`config.mk`:
```
export PLATFORM = sky130hd
export DESIGN_NAME = reliable_frame_sender
export DESIGN_NICKNAME = d
export VERILOG_FILES = /design/src/rtl/rfs_pkg.sv /design/src/rtl/reliable_frame_sender.sv
export SDC_FILE = /design/constraint.sdc
export NUM_CORES = 1
export LEC_CHECK = 0
export ABC_AREA = 0
export BUFFER_PORTS_ARGS = -buffer_cell sky130_fd_sc_hd__buf_2
export CORE_MARGIN = 8
export CORE_UTILIZATION = 51
export CTS_BUF_LIST = sky130_fd_sc_hd__clkbuf_16
export CTS_CLUSTER_DIAMETER = 150
export DETAILED_ROUTE_END_ITERATION = 12
export GPL_ROUTABILITY_DRIVEN = 0
export GPL_TIMING_DRIVEN = 0
export MAX_ROUTING_LAYER = met4
export PLACE_DENSITY = 0.76
export SYNTH_ARGS = -nofsm -noshare
export SYNTH_HDL_FRONTEND = slang
export SYNTH_SLANG_ARGS = --single-unit
export TNS_END_PERCENT = 30
```
`constraint.sdc`:
```
create_clock -name clk -period 6.7 [get_ports clk]
set_input_delay 0.335 -clock clk [delete_from_list [all_inputs] [get_ports clk]]
set_output_delay 0.335 -clock clk [all_outputs]
set_load 0.03 [all_outputs]
```
`src/rtl/rfs_pkg.sv`:
```
// Package: shared widths, codes and reset values for the reliable frame sender.
`timescale 1ns / 1ps

package rfs_pkg;

    // Field widths
    localparam int CMD_W     = 2;
    localparam int TIME_W    = 32;
    localparam int OPC_W     = 8;
    localparam int SES_W     = 32;
    localparam int SEQ_W     = 16;
    localparam int FLEN_W    = 8;
    localparam int LEN_W     = 5;
    localparam int PAY_W     = 64;
    localparam int RETRY_W   = 16;
    localparam int ATT_W     = 3;
    localparam int STAT_W    = 3;
    localparam int RES_W     = 2;
    localparam int CFG_IDX_W = 2;
    localparam int CFG_DAT_W = 32;
    localparam int IN_DATA_W = 224;
    localparam int OUT_DATA_W = 200;

    // Defaults for top-level parameters
    localparam int DEF_ACK_OPCODE  = 128;
    localparam int DEF_MAX_PAYLOAD = 16;

    // Command codes (s_tuser)
    localparam logic [CMD_W-1:0] CMD_BEGIN = 2'd0;
    localparam logic [CMD_W-1:0] CMD_POLL  = 2'd1;
    localparam logic [CMD_W-1:0] CMD_ACK   = 2'd2;

    // Result codes
    localparam logic [RES_W-1:0] RES_NONE   = 2'd0;
    localparam logic [RES_W-1:0] RES_OK     = 2'd1;
    localparam logic [RES_W-1:0] RES_GAVEUP = 2'd2;

    // Status codes beyond the peer range 0..3
    localparam logic [STAT_W-1:0] ST_PENDING = 3'd4;
    localparam logic [STAT_W-1:0] ST_TIMEOUT = 3'd5;
    localparam logic [OPC_W-1:0]  PEER_STATUS_MAX = 8'd3;
    localparam logic [FLEN_W-1:0] ACK_FRAME_LEN   = 8'd2;

    // Configuration register indexes
    localparam logic [CFG_IDX_W-1:0] CFG_SESSION  = 2'd0;
    localparam logic [CFG_IDX_W-1:0] CFG_RETRY    = 2'd1;
    localparam logic [CFG_IDX_W-1:0] CFG_ATTEMPTS = 2'd2;

    // Reset values
    localparam logic [RETRY_W-1:0] RST_RETRY    = 16'd500;
    localparam logic [ATT_W-1:0]   RST_ATTEMPTS = 3'd4;
    localparam logic [SEQ_W-1:0]   RST_NEXT_SEQ = 16'd1;

endpackage

```
`src/rtl/reliable_frame_sender.sv`:
```
// Top level: stop-and-wait frame sender with timed retransmission.
`timescale 1ns / 1ps

// Stop-and-wait sender. Each slave transaction is one event selected by s_tuser:
// begin (latch and number a frame), poll (send, resend after retry_interval, or
// give up after max_attempts sends) or a received acknowledgement (ends the
// exchange and records the peer status). Every event yields exactly one master
// transaction carrying the sent frame (all zero when nothing goes out), the
// status and the busy flag. Throughput is one transaction per clock while m_tready
// is high. Each event passes the input register, the event logic and the result
// register; s_tready follows m_tready combinationally through that two-stage
// pipeline, so a stalled output holds at most two events in flight. The user must
// write configuration via cfg_wr_en/cfg_addr/cfg_wdata only while idle; not enforced.
module reliable_frame_sender
    import rfs_pkg::*;
#(
    parameter int ACK_OPCODE  = DEF_ACK_OPCODE,  // 0..255
    parameter int MAX_PAYLOAD = DEF_MAX_PAYLOAD  // 1..16
)
(
    input  logic                  clk,
    input  logic                  rst_n,
    // configuration write port
    input  logic                  cfg_wr_en,
    input  logic [CFG_IDX_W-1:0]  cfg_addr,
    input  logic [CFG_DAT_W-1:0]  cfg_wdata,
    // event input
    input  logic                  s_tvalid,
    output logic                  s_tready,
    // tdata, low bit up: now[31:0], frame_opcode[39:32], frame_session[71:40],
    // frame_sequence[87:72], frame_length[95:88], payload_low[159:96],
    // payload_high[223:160]
    input  logic [IN_DATA_W-1:0]  s_tdata,
    // tuser: command[1:0]
    input  logic [CMD_W-1:0]      s_tuser,
    // result output
    output logic                  m_tvalid,
    input  logic                  m_tready,
    // tdata, low bit up: result_code[1:0], out_opcode[9:2], out_session[41:10],
    // out_sequence[57:42], out_length[62:58], out_payload_low[126:63],
    // out_payload_high[190:127], send_status[193:191], busy_flag[194], zeros
    output logic [OUT_DATA_W-1:0] m_tdata
);

    localparam logic [OPC_W-1:0]  ACK_OPC  = OPC_W'(ACK_OPCODE);
    localparam logic [FLEN_W-1:0] MAX_FLEN = FLEN_W'(MAX_PAYLOAD);
    localparam int NBYTES = 2 * PAY_W / 8;

    // ---------------- configuration registers ----------------
    logic [SES_W-1:0]   session_id_reg;
    logic [RETRY_W-1:0] retry_interval_reg;
    logic [ATT_W-1:0]   max_attempts_reg;

    always_ff @(posedge clk or negedge rst_n)
    begin
        if (!rst_n)
        begin
            session_id_reg     <= '0;
            retry_interval_reg <= RST_RETRY;
            max_attempts_reg   <= RST_ATTEMPTS;
        end
        else if (cfg_wr_en)
        begin
            unique case (cfg_addr)
                CFG_SESSION:  session_id_reg     <= cfg_wdata;
                CFG_RETRY:    retry_interval_reg <= cfg_wdata[RETRY_W-1:0];
                CFG_ATTEMPTS: max_attempts_reg   <= cfg_wdata[ATT_W-1:0];
                default:      ;  // unmapped index, write dropped
            endcase
        end
    end

    // ---------------- pipeline control ----------------
    logic in_valid_reg, in_valid_next;
    logic out_valid_reg, out_valid_next;
    logic advance;   // result register can take a new result
    logic step;      // event in the input register is processed this cycle
    logic s_accept;

    assign advance  = !out_valid_reg || m_tready;
    assign s_tready = !in_valid_reg || advance;
    assign s_accept = s_tvalid && s_tready;
    assign step     = in_valid_reg && advance;

    assign in_valid_next  = s_accept ? 1'b1 : (advance ? 1'b0 : in_valid_reg);
    assign out_valid_next = step ? 1'b1 : (m_tready ? 1'b0 : out_valid_reg);

    always_ff @(posedge clk or negedge rst_n)
    begin
        if (!rst_n)
        begin
            in_valid_reg  <= 1'b0;
            out_valid_reg <= 1'b0;
        end
        else
        begin
            in_valid_reg  <= in_valid_next;
            out_valid_reg <= out_valid_next;
        end
    end

    // ---------------- input register ----------------
    logic [CMD_W-1:0]  cmd_reg;
    logic [TIME_W-1:0] now_reg;
    logic [OPC_W-1:0]  fopc_reg;
    logic [SES_W-1:0]  fses_reg;
    logic [SEQ_W-1:0]  fseq_reg;
    logic [FLEN_W-1:0] flen_reg;
    logic [PAY_W-1:0]  plo_reg;
    logic [PAY_W-1:0]  phi_reg;

    always_ff @(posedge clk)
    begin
        if (s_accept)
        begin
            cmd_reg  <= s_tuser;
            now_reg  <= s_tdata[31:0];
            fopc_reg <= s_tdata[39:32];
            fses_reg <= s_tdata[71:40];
            fseq_reg <= s_tdata[87:72];
            flen_reg <= s_tdata[95:88];
            plo_reg  <= s_tdata[159:96];
            phi_reg  <= s_tdata[223:160];
        end
    end

    // ---------------- sender state ----------------
    logic               busy_reg, busy_next;
    logic [ATT_W-1:0]   attempt_reg, attempt_next;
    logic [TIME_W-1:0]  last_send_reg, last_send_next;
    logic [SEQ_W-1:0]   next_seq_reg, next_seq_next;
    logic [OPC_W-1:0]   held_opc_reg, held_opc_next;
    logic [LEN_W-1:0]   held_len_reg, held_len_next;
    logic [SEQ_W-1:0]   held_seq_reg, held_seq_next;
    logic [2*PAY_W-1:0] held_pay_reg, held_pay_next;
    logic [STAT_W-1:0]  status_reg, status_next;

    // event decode
    logic [2*PAY_W-1:0] pay_in;
    logic [2*PAY_W-1:0] pay_masked;
    logic [TIME_W-1:0]  elapsed;
    logic               begin_ok, poll_due, ack_ok, sent;
    logic [RES_W-1:0]   res_code;

    assign pay_in = {phi_reg, plo_reg};

    // bytes at or beyond the frame length are cleared
    always_comb
    begin
        for (int k = 0; k < NBYTES; k++)
        begin
            pay_masked[8*k +: 8] = (flen_reg > FLEN_W'(k)) ? pay_in[8*k +: 8] : 8'd0;
        end
    end

    assign elapsed  = now_reg - last_send_reg;
    assign begin_ok = !busy_reg && (session_id_reg != '0) && (flen_reg <= MAX_FLEN)
                      && (fopc_reg != ACK_OPC);
    assign poll_due = busy_reg && !((attempt_reg != '0) &&
                      (elapsed < {{(TIME_W-RETRY_W){1'b0}}, retry_interval_reg}));
    assign ack_ok   = busy_reg && (attempt_reg != '0) && (fopc_reg == ACK_OPC)
                      && (fses_reg == session_id_reg) && (fseq_reg == held_seq_reg)
                      && (flen_reg == ACK_FRAME_LEN) && (plo_reg[7:0] == held_opc_reg)
                      && (plo_reg[15:8] <= PEER_STATUS_MAX);

    always_comb
    begin
        busy_next      = busy_reg;
        attempt_next   = attempt_reg;
        last_send_next = last_send_reg;
        next_seq_next  = next_seq_reg;
        held_opc_next  = held_opc_reg;
        held_len_next  = held_len_reg;
        held_seq_next  = held_seq_reg;
        held_pay_next  = held_pay_reg;
        status_next    = status_reg;
        res_code       = RES_NONE;
        sent           = 1'b0;
        unique case (cmd_reg)
            CMD_BEGIN:
            begin
                if (begin_ok)
                begin
                    held_opc_next = fopc_reg;
                    held_len_next = flen_reg[LEN_W-1:0];
                    held_seq_next = next_seq_reg;
                    next_seq_next = next_seq_reg + SEQ_W'(1);
                    held_pay_next = pay_masked;
                    busy_next     = 1'b1;
                    attempt_next  = '0;
                    status_next   = ST_PENDING;
                    res_code      = RES_OK;
                end
            end
            CMD_POLL:
            begin
                if (poll_due)
                begin
                    if (attempt_reg >= max_attempts_reg)
                    begin
                        busy_next   = 1'b0;
                        status_next = ST_TIMEOUT;
                        res_code    = RES_GAVEUP;
                    end
                    else
                    begin
                        attempt_next   = attempt_reg + ATT_W'(1);
                        last_send_next = now_reg;
                        sent           = 1'b1;
                        res_code       = RES_OK;
                    end
                end
            end
            CMD_ACK:
            begin
                if (ack_ok)
                begin
                    busy_next   = 1'b0;
                    status_next = plo_reg[8 +: STAT_W];
                    res_code    = RES_OK;
                end
            end
            default: ;  // unknown command: no change, nothing sent
        endcase
    end

    always_ff @(posedge clk or negedge rst_n)
    begin
        if (!rst_n)
        begin
            busy_reg      <= 1'b0;
            attempt_reg   <= '0;
            last_send_reg <= '0;
            next_seq_reg  <= RST_NEXT_SEQ;
            held_opc_reg  <= '0;
            held_len_reg  <= '0;
            held_seq_reg  <= '0;
            held_pay_reg  <= '0;
            status_reg    <= '0;
        end
        else if (step)
        begin
            busy_reg      <= busy_next;
            attempt_reg   <= attempt_next;
            last_send_reg <= last_send_next;
            next_seq_reg  <= next_seq_next;
            held_opc_reg  <= held_opc_next;
            held_len_reg  <= held_len_next;
            held_seq_reg  <= held_seq_next;
            held_pay_reg  <= held_pay_next;
            status_reg    <= status_next;
        end
    end

    // ---------------- result register ----------------
    logic [OUT_DATA_W-1:0] out_data_reg;
    logic [OUT_DATA_W-1:0] out_data_next;

    always_comb
    begin
        out_data_next          = '0;
        out_data_next[1:0]     = res_code;
        if (sent)
        begin
            out_data_next[9:2]     = held_opc_reg;
            out_data_next[41:10]   = session_id_reg;
            out_data_next[57:42]   = held_seq_reg;
            out_data_next[62:58]   = held_len_reg;
            out_data_next[190:63]  = held_pay_reg;
        end
        out_data_next[193:191] = status_next;
        out_data_next[194]     = busy_next;
    end

    always_ff @(posedge clk)
    begin
        if (step)
        begin
            out_data_reg <= out_data_next;
        end
    end

    assign m_tvalid = out_valid_reg;
    assign m_tdata  = out_data_reg;

`ifndef NO_ASSERTIONS
    // busy and the pending status always move together
    a_busy_pending: assert property (@(posedge clk) disable iff (!rst_n)
        busy_reg == (status_reg == ST_PENDING))
        else $error("busy and pending status disagree");

    // a nonzero frame length on the output only comes with a send
    a_frame_code: assert property (@(posedge clk) disable iff (!rst_n)
        (m_tvalid && (m_tdata[62:58] != '0)) |-> (m_tdata[1:0] == RES_OK))
        else $error("frame fields set without a send");

    // sequence number advances only on an accepted begin
    a_seq_step: assert property (@(posedge clk) disable iff (!rst_n)
        (next_seq_reg != $past(next_seq_reg)) |->
            $past(step && (cmd_reg == CMD_BEGIN) && begin_ok))
        else $error("sequence number moved without a begin");

    // a send never happens while idle
    a_send_busy: assert property (@(posedge clk) disable iff (!rst_n)
        (step && sent) |=> busy_reg)
        else $error("frame sent with no exchange in progress");
`endif

endmodule
```
Word-level counts from Yosys, hierarchy flattened
Index checks and enable logic that the tools add are counted.

cells by class
  mux-type cells = 42
  bitwise logic cells = 1
  reductions and logical operators = 33
  magnitude comparators = 20
  $add $sub $neg = 3
  equal/unequal tests = 13

operator list
  kind                   number
  $mux 8                 16
  $gt 8x4->1 const B     8
  $eq 32x32->1           1
  $gt 8x3->1 const B     4
  $lt 32x16->1           1
  $reduce_bool 32->1     1
  $sub 32x32->32         1
  $mux 3                 7
  $add 16x1->16 const B  1
  $eq 16x16->1           1
  $gt 8x1->1 const B     2
  $gt 8x2->1 const B     2
  $logic_and 1x1->1      14
  $mux 1                 13
  $pmux 3 s3             1
  $eq 8x2->1 const B     1
  $eq 8x8->1             1
  $eq 8x8->1 const B     1
  $le 8x2->1 const B     1
  $le 8x5->1 const B     1
  $ne 8x8->1 const B     1
  $ne 2x2->1 const B     3
  $pmux 2 s3             1
  $pmux 3 s2             1
  other kinds (16)       28

storage, ports and cells
  bits in registers = 686
  output and inout bits = 202

Longest topological paths before layout
  depth in word-level cells = 10
  mapped depth = 23
  gate-level depth less buffers = 21

Least setup slack after synthesis
Ideal clock, no wire load.

  path kind = register -> register
  from = register out_valid_reg (netlist: m_tvalid)
  to = register cmd_reg[0], enable pin
  required time = 6086 ps
  period minus slack after synthesis = 6653 ps
  stages on the path, launching flop included = 3
  library setup time = 614 ps
  path buffers = 0
  setup slack = 47 ps
  arrival time = 6039 ps
  cells stage by stage = dfrtp_1 > nand3b_1 > and2_1

on the way
  word-level cells in the longest chain between the ends = 4

ends and longest elaborated chain
  element                   RTL line                      RTL
  start: declaration        reliable_frame_sender.sv:75   logic out_valid_reg, out_valid_next;
  start signal: assignment  reliable_frame_sender.sv:98   out_valid_reg <= out_valid_next;
  $logic_not 1->1           reliable_frame_sender.sv:80   assign advance = !out_valid_reg || m_tready;
  $logic_or 1x1->1          reliable_frame_sender.sv:80
  $logic_or 1x1->1          reliable_frame_sender.sv:81   assign s_tready = !in_valid_reg || advance;
  via s_tready              reliable_frame_sender.sv:29   output logic s_tready,
  $logic_and 1x1->1         reliable_frame_sender.sv:82   assign s_accept = s_tvalid && s_tready;
  end signal: assignment    reliable_frame_sender.sv:116  cmd_reg <= s_tuser;
  end: declaration          reliable_frame_sender.sv:103  logic [CMD_W-1:0] cmd_reg;

The timed path passes the listed nets, and every way through them passes these cells.
A chain may end at the register's enable or synchronous reset.

Worst setup path after layout
  from = register now_reg[1]
  to = register out_data_reg[131] (netlist: m_tdata[131]), data pin

on the way
  word-level cells in the longest chain between the ends = 7

ends and longest elaborated chain
  element                   RTL line                      RTL
  start: declaration        reliable_frame_sender.sv:104  logic [TIME_W-1:0] now_reg;
  start signal: assignment  reliable_frame_sender.sv:117  now_reg <= s_tdata[31:0];
  $sub 32x32->32            reliable_frame_sender.sv:156  assign elapsed = now_reg - last_send_reg;
  $lt 32x16->1              reliable_frame_sender.sv:160  (elapsed < {{(TIME_W-RETRY_W){1'b0}}, retry_interval_reg}));
  $logic_and 1x1->1         reliable_frame_sender.sv:159  assign poll_due = busy_reg && !((attempt_reg != '0) &&
  $logic_not 1->1           reliable_frame_sender.sv:159
  $logic_and 1x1->1         reliable_frame_sender.sv:159
  $mux 1                    reliable_frame_sender.sv:197  if (poll_due)
  $mux 1                    reliable_frame_sender.sv:179  unique case (cmd_reg)
  end signal: assignment    reliable_frame_sender.sv:279  out_data_reg <= out_data_next;
  end: declaration          reliable_frame_sender.sv:256  logic [OUT_DATA_W-1:0] out_data_reg;

No other way between the ends.

==> summary.md <==
| Metric | Value |
|---|---|
| Final Slew Violations | `0` |
| Final HPWL DP | `57.2 mm` |
| Total number of yosys warnings | `0` |
| Mean Syn Cell Area | `12.8 sq um` |
| Longest Clk Path Bufs | `3` |
| Yosys top cell area share | `45.2%` |
| ANT nets after route | `0` |
| Kind of end point of the critical path | `flop` |
| Min-Delay Path Class | `in2reg` |
| CTS root buffer | `clkbuf_16` |
| Area contributors post-synth | `edfxtp_1 (45%), dfrtp_1 (23%), nand2_1 (5.4%), and2_1 (4.2%), nand3_1 (2.8%)` |
| Reg2reg setup slack | `0.59 ns` |
| Clock Latency Late Sink | `0.61 ns` |
| Critical path type | `reg2reg` |
| Port bufs | `461` |
| Critical path buffer and inverter count | `2` |
| Yosys reg bits | `686` |
| Final setup fails | `0` |
| Post-Synthesis Cells | `2193` |
| Core area | `0.0547 sq mm` |
| R2R depth | `19` |
| Outcome | `finished, final reports clean` |
| Predominant post-synthesis flop cell | `edfxtp_1` |
| Drt total wl | `85.7 mm` |
| CTS tree | `built` |
| Post-Syn Area | `0.0280 sq mm` |
| Routed len/inst | `22.7 um` |
| Filler cell count | `3818` |
| Final instance area | `0.0363 sq mm` |
| Num rows | `86` |
| Worst hold stages | `3` |
| Pin count of the biggest net entering global routing | `132` |
| Vias in the first global route | `21685` |
| Delay-heaviest family, CP | `simple AND/OR/NAND/NOR gates` |
| Global-route wire length before repair | `129 mm` |
| Async set-reset flop share out of synthesis | `38.6%` |
| Die W | `250 um` |
| Slowest Stage Delay on Critical Path | `0.67 ns` |
| Post-CTS sizing | `0` |
| Pwr/cell area | `321 mW/mm^2` |
| Starting Density | `51.2%` |
| Achievable clock frequency | `164 MHz` |
| Clk slew on worst S/H paths | `0.06 ns` |
| FF-to-FF Start | `now_reg[1]` |
| Startpoint class of the critical path | `flop` |
| H-tree levels | `3` |
| Minimum clock period | `6.11 ns` |
| Initial antenna violation count | `13` |
| Gr ovfl total | `0` |
| Drt first-iter violations | `1881` |
| DRC | `0` |
| WP data required | `7.05 ns` |
| Slew HR | `19.1%` |
| Layout Nets | `3309` |
| Max IR drop VDD | `0.298 mV` |
| Hold_sp | `cfg_wdata[29]` |
| Leak | `15.9 nW` |
| Routed via count | `20931` |
| Setup tns final | `0 ns` |
| Setup Skew | `0.0268 ns` |
| Router iterations before antenna repair | `8` |
| EDFF count, synth | `421` |
| Slowest-stage cell, CP | `a2111oi_2` |
| Dpl cell area | `0.0314 sq mm` |
| Max cap viols | `0` |
| CP arrival | `6.46 ns` |
| Die ar. | `0.0626 sq mm` |
| Hold Fails Final Rpt | `0` |
| Top-Level Pins | `467` |
| Die boundary height | `250 um` |
| Setup Fix Bufs, Post-CTS | `0` |
| Placed cells | `3369` |
| Hold Path End | `session_id_reg[29]` |
| RSZ-0062 raised after global routing | `no` |
| Layout cell share with drive strength beyond 1 | `21.2%` |
| Max reg flops | `195` |
| Layout area overhead | `29.6%` |
| TritonCTS buffer count | `72` |
| Final Core Density | `66.3%` |
| Synth area leader | `edfxtp_1` |
| Unique masters post-synth | `64` |
| Worst reg2reg path endpoint | `m_tdata[131]` |
| Total GRT Usage | `27.6%` |
| Fin cells | `3767` |
| Critical Path, Cell by Cell | `ha_1 -> nor2b_1 -> o2111ai_1 -> a2111oi_2 -> o2111ai_1 -> nor2b_1 -> xnor2_1 -> ha_1 -> o21ai_0 -> o21a_1 -> o211ai_1 -> or4_1 -> nor3_1 -> nand4_1 -> nor4_4 -> nor2_1 -> clkbuf_1 -> clkbuf_1 -> and2_1` |
| Sequential element share of the synthesized area | `68.9%` |
| Worst Tran Pin Value | `1.21 ns` |
| Drt via density | `5.56` |
| Clock sink total | `686` |
| Worst Path Max Fanout | `10` |
| Fin crit share | `91.3%` |
layout by cell type, fill, tap and decap left out, types with 13 or more instances in the layout:
cell           count
a21o_1            14
a21oi_1           44
and2_1           187
buf_2            464
clkbuf_1          76
clkbuf_16         75
clkinv_1          13
dfrtp_1          257
diode_2           15
dlygate4sd3_1    252
edfxtp_1         421
ha_1              52
inv_1             89
mux2_1            28
mux2_2            50
nand2_1          406
nand2b_1          39
nand3_1          154
nand4_1           30
nor2_1            55
nor3_1            25
nor4_1            23
o21ai_0           42
xnor2_1           53
xor2_1            24
how the worst max path moves through the flow:
stage | from | to | slack, ns | cells after the start
finish | now_reg[1] | m_tdata[131] | 0.59 | 19
global route | last_send_reg[1] | m_tdata[56] | 0.02 | 19
CTS | now_reg[1] | m_tdata[50] | 0.53 | 19
detailed placement | now_reg[1] | m_tdata[59] | 0.56 | 18
global placement | m_tready | phi_reg[53] | -2.12 | 3
floorplan | m_tvalid | cmd_reg[0] | 0.05 | 2
synth_stat cells, types with 28 or more instances:
| library cell | instances |
|---|---|
| inv_1 | 75 |
| nand4_1 | 30 |
| nand2b_1 | 39 |
| mux2_2 | 50 |
| mux2_1 | 28 |
| nand2_1 | 406 |
| a21oi_1 | 44 |
| and2_1 | 188 |
| clkbuf_1 | 76 |
| edfxtp_1 | 421 |
| nand3_1 | 154 |
| o21ai_0 | 42 |
| dfrtp_1 | 257 |
| ha_1 | 52 |
| xnor2_1 | 53 |
| nor2_1 | 55 |
worst reg2reg max path, delay by kind of cell, from the launching register on:
kind / cells / cell delay (ns)
XOR/XNOR: 1 / 0.20
flip-flops: 1 / 0.43
AO/OA/AOI/OAI: 6 / 1.42
adder cells (fa/ha/maj): 2 / 0.57
buffers and inverters: 2 / 0.96
AND/OR/NAND/NOR: 8 / 2.30
cell type report:
class / instances / area (sq um) / area share, %
Clock inverter: 56 / 437 / 1.20
Tap cell: 704 / 881 / 2.43
Multi-Input combinational cell: 1349 / 8080 / 22.3
Clock buffer: 75 / 1880 / 5.18
Antenna cell: 15 / 37.5 / 0.104
Timing Repair Buffer: 720 / 5020 / 13.9
Buffer: 87 / 350 / 0.966
Sequential cell: 686 / 19300 / 53.2
Inverter: 75 / 289 / 0.797
metal layers:
metal	track usage [%]	vias up	routed length [um]
met5	-	-	0
met2	44.4	1133	41500
met1	33.0	10186	32900
met4	14.1	0	5020
li1	-	9299	-
met3	5.61	313	6220
per-stage QoR:
step / hold slack, ns / worst slack, ns / total power [mW]
after floorplan: 0.0394 / 0.0468 / 6.86
after global placement: 0.441 / -2.12 / 7.50
after detailed placement: 0.383 / 0.559 / 7.56
after CTS: 0.00184 / 0.535 / 11.6
after global routing: 0.0102 / 0.0176 / 12.1
final: 0.0287 / 0.586 / 11.6
logic make-up (layout without fill, tap and decap cells):
kind of cell	count (synthesis)	count (layout)	share of synthesized area, %
compound gates	171	171	3.98
buf+inv	162	1013	2.26
simple gates	964	964	16.8
fa+ha+maj	53	53	2.40
flops	686	686	68.9
xor+xnor	77	77	2.41
mux	79	79	3.18
other cells	1	20	0.0134
repair_timing:
action	in CTS	in global routing
hold buffers	252	0
endpoints found under the setup margin	0	0
hold endpoints to repair	342	0
power breakdown:
group,total (mW),leakage (nW),switching [mW],internal (mW)
combinational,2.39,7.17,1.45,0.941
sequential,5.29,7.58,0.291,5.00
clock,3.95,1.18,1.69,2.27
(Power assumes the default switching activity.)
